==> src/rtl/assert_macros.svh <==
// assertion macros used by the top-level rtl file of the triangulator
// no dependencies; simulation builds get the checks, synthesis gets empty bodies
`ifndef ASSERT_MACROS_SVH
`define ASSERT_MACROS_SVH
`ifndef SYNTHESIS
`define ECT_ASSERT(lbl, clk, rst, prop, msg) \
   lbl: assert property (@(posedge clk) disable iff (rst) (prop)) else $error(msg);
`define ECT_ASSERT_NEVER(lbl, clk, rst, prop, msg) \
   lbl: assert property (@(posedge clk) disable iff (rst) !(prop)) else $error(msg);
`else
`define ECT_ASSERT(lbl, clk, rst, prop, msg)
`define ECT_ASSERT_NEVER(lbl, clk, rst, prop, msg)
`endif
`endif

==> src/rtl/ect_pkg.sv <==
// shared types and constants of the ear clipping triangulator
// no dependencies; used by ect_xunit and ear_clipping_triangulator
package ect_pkg;

   localparam int EctMaxVerts = 64;
   localparam int CoordW      = 32;
   localparam int DiffW       = CoordW + 1;
   localparam int ProdW       = 2 * DiffW;

   // which cross product the shared unit is asked for
   typedef enum logic [1:0] {
      XS_CONVEX = 2'd0,
      XS_S1     = 2'd1,
      XS_S2     = 2'd2,
      XS_S3     = 2'd3
   } xs_type;

   typedef struct packed {
      logic signed [DiffW-1:0] ux;
      logic signed [DiffW-1:0] uy;
      logic signed [DiffW-1:0] vx;
      logic signed [DiffW-1:0] vy;
   } xop_type;

   typedef struct packed {
      logic done;
      logic neg;
      logic zero;
   } xres_type;

endpackage

==> src/rtl/ect_xunit.sv <==
// shared exact cross product sign unit: sign of ux*vy - uy*vx
// depends on ect_pkg; one 33x33 multiplier used twice, then a compare
module ect_xunit
   import ect_pkg::*;
(
   input  logic     clock,
   input  logic     reset,
   input  logic     start,
   input  xop_type  op,
   output xres_type res
);

   typedef enum logic [3:0] {
      XU_IDLE = 4'b0001,
      XU_M1   = 4'b0010,
      XU_M2   = 4'b0100,
      XU_CMP  = 4'b1000
   } xu_state_type;

   xu_state_type state_ff, state_in;
   xop_type op_ff;
   logic signed [ProdW-1:0] p_ff, q_ff, prod;
   logic signed [DiffW-1:0] mul_a, mul_b;
   logic done_ff, neg_ff, zero_ff;

   // first pass ux*vy, second pass uy*vx
   always_comb begin
      if (state_ff == XU_M1) begin
         mul_a = op_ff.ux;
         mul_b = op_ff.vy;
      end else begin
         mul_a = op_ff.uy;
         mul_b = op_ff.vx;
      end
      prod = mul_a * mul_b;
   end

   always_comb begin
      case (state_ff)
         XU_IDLE: state_in = start ? XU_M1 : XU_IDLE;
         XU_M1:   state_in = XU_M2;
         XU_M2:   state_in = XU_CMP;
         XU_CMP:  state_in = XU_IDLE;
         default: state_in = XU_IDLE;
      endcase
   end

   always_ff @(posedge clock) begin
      if (reset) begin
         state_ff <= XU_IDLE;
         done_ff  <= 1'b0;
      end else begin
         state_ff <= state_in;
         done_ff  <= (state_ff == XU_CMP);
      end
   end

   always_ff @(posedge clock) begin
      if (state_ff == XU_IDLE && start) op_ff <= op;
      if (state_ff == XU_M1) p_ff <= prod;
      if (state_ff == XU_M2) q_ff <= prod;
      if (state_ff == XU_CMP) begin
         neg_ff  <= (p_ff < q_ff);
         zero_ff <= (p_ff == q_ff);
      end
   end

   assign res = '{done: done_ff, neg: neg_ff, zero: zero_ff};

endmodule

==> config.mk <==
export PLATFORM = sky130hd
export DESIGN_NAME = ect_xunit
export DESIGN_NICKNAME = d
export VERILOG_FILES = /design/src/rtl/assert_macros.svh /design/src/rtl/ect_pkg.sv /design/src/rtl/ect_xunit.sv
export SDC_FILE = /design/constraint.sdc
export NUM_CORES = 2
export LEC_CHECK = 0
export BUFFER_PORTS_ARGS = -buffer_cell sky130_fd_sc_hd__buf_2
export CORE_UTILIZATION = 40
export CTS_CLUSTER_SIZE = 30
export DETAILED_ROUTE_END_ITERATION = 10
export PLACE_DENSITY = 0.65
export SYNTH_ARGS = -nofsm -noshare
export SYNTH_HDL_FRONTEND = slang
export SYNTH_SLANG_ARGS = --single-unit
==> constraint.sdc <==
create_clock -name clock -period 25.7 [get_ports clock]
set_clock_uncertainty 0.05 [all_clocks]
set_input_delay 1.285 -clock clock [delete_from_list [all_inputs] [get_ports clock]]
set_output_delay 1.285 -clock clock [all_outputs]
set_load 0.005 [all_outputs]
After elaboration in Yosys (flattened, before gate mapping)
Index checks and enable logic that the tools add are counted.
Cells by class
  multipliers: 1
  $lt $le $gt $ge: 1
  equality and inequality tests: 5
  mux-type cells: 4
  reductions and logical operators: 1
Operators with widths (number)
  66-bit == test: 1
  66-bit < comparator: 1
  33-bit by 33-bit multiplier with 66-bit output: 1
  33-bit two-way mux: 2
  4-bit one-hot mux with 3 select lines: 1
  4-bit by 1-bit == test with 1-bit output (second input constant): 1
  4-bit by 2-bit == test with 1-bit output (second input constant): 1
  4-bit by 3-bit == test with 1-bit output (second input constant): 1
  4-bit == test (second input constant): 1
  2-bit two-way mux: 1
  1-bit logical AND: 1
Storage, ports and cells
  bits in registers: 271
  input bits: 135
  output and inout bits: 3
  logic and storage cells: 22

Depth between registers and ports, before layout
  depth after elaboration: 3
  mapped depth: 32
  depth with buffers taken out: 28

Worst setup path after synthesis
Ideal clock, no wire load.
  path kind: register -> register
  start: reg state_ff[0]
  end: reg p_ff[65] (data pin)
  setup time: 273 ps
  arrival time: 9825 ps
  data required time: 25377 ps
  path slack: 15552 ps
  stages on the path, launching flop included: 29
  path buffers: 4
  clock period less this slack: 10148 ps
  cells stage by stage: dfxtp_1 > nor4b_1 > clkbuf_1 > buf_2 > buf_2 > buf_2 > mux2i_1 > nor2_1 > fa_1 > fa_1 > fa_1 > inv_1 > fa_1 > inv_1 > fa_1 > fa_1 > fa_1 > inv_1 > fa_1 > inv_1 > ha_1 > and2_1 > nand3_1 > or3_1 > nor4_1 > o221ai_2 > a31oi_4 > mux2i_1 > nand4_1
Between the ends
  word-level cells in the longest chain between the ends: 3
  elaborated cells on any way between the ends: 4
  those cells by class: 1 x mul; 1 x eq/ne; 2 x mux
RTL lines
  start, declared: RTL line ect_xunit.sv:20  | xu_state_type state_ff, state_in;
  start signal, assigned: RTL line ect_xunit.sv:53  | state_ff <= state_in;
  4-bit by 2-bit == test with 1-bit output (*): RTL line ect_xunit.sv:28  | if (state_ff == XU_M1) begin
  33-bit two-way mux: RTL line ect_xunit.sv:28
  33-bit by 33-bit multiplier with 66-bit output (*): RTL line ect_xunit.sv:35  | prod = mul_a * mul_b;
  via prod[65]: RTL line ect_xunit.sv:22  | logic signed [ProdW-1:0] p_ff, q_ff, prod;
  end signal, assigned: RTL line ect_xunit.sv:60  | if (state_ff == XU_M1) p_ff <= prod;
  end, declared: RTL line ect_xunit.sv:22
The timed path passes the listed nets; every way through them passes the cells marked *.
A chain may end at the register's enable or synchronous reset.

Worst setup path in the final report
Same ends and word-level chain as after synthesis.

==> key figures <==
Clocking
  – CTS Sinks: 271
  – Root buf cell: clkbuf_16
  – CTS tree: built
  – Clock Latency Late Sink: 0.65 ns
  – Clk pin slew, worst setup/hold paths: 0.06 ns
  – # hold bufs at CTS: 0
  – Longest Clk Path Bufs: 3
  – # resized after CTS: 0
  – H-tree levels: 1
  – Setup repair bufs after CTS: 0
  – CTS buffer count: 31

Setup path
  – FF-to-FF Start: state_ff[0]$_SDFF_PP1_
  – Worst setup SP type: flop
  – Required @ worst endpoint: 26.03 ns
  – Setup CP Type: flop to flop
  – Crit path max fanout: 55
  – WP data arrival: 11.55 ns
  – Slowest cell on the critical path: fa_1
  – Reg2Reg Depth: 29
  – Most used cell, CP: fa_1
  – Critical R2R Capture: p_ff[65]$_DFFE_PP_
  – CP endpoint kind: flop
  – Internal reg-to-reg setup slack: 14.48 ns
  – Max incr delay on CP: 0.94 ns

Hold path
  – Worst Hold Path EP: state_ff[3]$_SDFF_PP0_
  – Hold path start: state_ff[1]$_SDFF_PP0_
  – Hold depth: 2
  – Hold Path Class: flop to flop

Detailed routing
  – Vias per inst: 5.28
  – ANT nets after route: 0
  – DR vias: 34.5k
  – DRT iter0 DRCs: 2,957
  – Routed length per instance: 22.6 µm
  – TritonRoute pass-1 iters: 7
  – Wirelength, routed: 147 mm
  – DRC: 0

Global route
  – Antenna violations before repair: 14
  – Vias in the first global route: 37.9k
  – GR Util All Layers: 24.8%
  – Grt peak-use layer: met2
  – Largest net degree at the start of global routing: 74
  – GRT overflow: 0
  – Met1 Resource Use GR: 29.8%
  – First-pass GRT wire length: 225 mm
  – Met2 usage: 41.0%
  – GRT met3 Usage: 5.83%

STA
  – Rel. slew slack: 6.70%
  – F_max: 89.1 MHz
  – Final setup margin: 14.48 ns
  – Final Hold Viols: 0
  – Final setup fails: 0
  – RSZ-0062 raised after global routing: no
  – Share of the cycle needed by the critical path after routing: 43.7%
  – Worst slew pin tran: 1.36 ns
  – Crit path time final: 11.22 ns
  – Setup TNS: 0 ns
  – Max Slew Vio Count: 0

Floorplanning
  – Row count: 127
  – Die width: 351 µm
  – Die Area: 123,000 µm²
  – Die Y: 351 µm
  – Starting Density: 40.4%
  – Core area: 120,000 µm²
  – Num ports: 138

Synthesis
  – Largest area contributor in the synthesized netlist: fa_1
  – Main synth FF type: edfxtp_1
  – Mapped Area: 48,700 µm²
  – Synth Net Count: 6,375
  – Synth area leaders: fa_1, edfxtp_1, inv_1
  – Post-Syn Instances: 4,812
  – Share of the synthesized area in the top cell type: 47.1%
  – Seq/Total Area, Yosys: 16.6%
  – Ys Warns: 0
  – Seq cells post-synth: 271
  – Post-synthesis cell type count: 68
  – FFs w/ async S/R, synth: 0%
  – Avg Cell Area, Syn: 10.1 µm²
  – EDFF count, synth: 266

Finish
  – Layout cells sized above 1: 7.83%
  – Most frequent cells in the layout: inv_1, fa_1, nor2_1
  – Commonest non-fill, non-tap cell in the layout: inv_1
  – Syn-to-layout area delta: 7.86%
  – Nets: 6,444
  – Number of fill cells in the layout: 11.4k

Place
  – HPWL Detailed: 114 mm
  – Port Buffers: 137
  – GPL Wtd Cong: 0.958
  – Pre-CTS setup slack: 14.61 ns

Run status
  – Status: finished, final reports clean

Run
  – Max Cap Violations: 0
synthesized netlist by cell type (13+ instances only):
cell type	count
fa_1	1145
buf_2	13
nand2_1	569
xnor2_1	44
inv_1	1171
nand3_1	17
nand4_1	27
mux2_2	65
nor3_1	13
nor2_1	612
mux2i_1	67
o21ai_0	41
a21oi_1	79
a21o_1	60
ha_1	283
clkbuf_1	152
xor2_1	29
edfxtp_1	266
routing by layer:
layer,vias up,part of all wire [%]
li1,14465,-
met1,17659,36
met2,1831,46
met3,509,10
met4,4,7.1
met5,-,0.022
registers in the layout (all words and copies together) (netlist names):
signal and cells:
zero_ff 1, p_ff 66, q_ff 66, op_ff 132, done_ff 1, neg_ff 1
state_ff 4
cell type report:
cell class | instances | area [µm²] | area share [%]
Clock inverter | 23 | 225 | 0.429
Antenna cell | 9 | 22.5 | 0.0429
Sequential cell | 271 | 8090 | 15.4
Inverter | 1171 | 4400 | 8.38
Clock buffer | 34 | 787 | 1.50
Multi-Input combinational cell | 3190 | 35700 | 68.0
Timing Repair Buffer | 216 | 1280 | 2.44
Tap cell | 1612 | 2020 | 3.84
critical path: cells and delay by family, from the launching register on:
family	cells	cell delay (ns)
buffers and inverters	9	2.35
AND/OR/NAND/NOR	7	1.71
adder cells (fa/ha/maj)	9	4.98
flip-flops	1	0.34
AO/OA/AOI/OAI	2	0.57
multiplexers	2	0.83
per-stage QoR:
| step | util (%) | std cells | area [µm²] | hold WS [ns] |
|---|---|---|---|---|
| floorplan | - | 4812 | 48700 | 0.484 |
| global placement | 42.8 | 6460 | 51400 | 0.519 |
| detailed placement | 42.8 | 6460 | 51400 | 0.542 |
| CTS | 43.6 | 6517 | 52500 | 0.546 |
| global route | 43.6 | 6525 | 52500 | 0.576 |
| finish | 43.6 | 6526 | 52500 | 0.547 |
cells by family (layout without fill, tap and decap cells):
logic type               Yosys count  in the layout  share of synthesized area (%)
multiplexers                     132            132                           2.88
AND/OR/NAND/NOR                 1295           1295                           10.6
flip-flops                       271            271                           16.6
buffers and inverters           1351           1444                           10.5
other                              0              9                              0
XOR/XNOR                          73             73                           1.31
AO/OA/AOI/OAI                    262            262                           3.73
adder cells (fa/ha/maj)         1428           1428                           54.4
worst max path at each step:
stage                         endpoint  slack [ns]  depth (start not counted)                   start
floorplan           p_ff[65]$_DFFE_PP_       15.55                         28  state_ff[0]$_SDFF_PP1_
global placement    p_ff[65]$_DFFE_PP_       14.69                         29  state_ff[0]$_SDFF_PP1_
detailed placement  p_ff[55]$_DFFE_PP_       14.61                         29  state_ff[0]$_SDFF_PP1_
CTS                 p_ff[55]$_DFFE_PP_       14.55                         29  state_ff[0]$_SDFF_PP1_
global route        p_ff[55]$_DFFE_PP_       13.92                         29  state_ff[0]$_SDFF_PP1_
finish              p_ff[65]$_DFFE_PP_       14.48                         29  state_ff[0]$_SDFF_PP1_
Power is left out: the tool's default activity adds up to more than one toggle a clock period on the data nets, which glitch-free logic cannot reach.
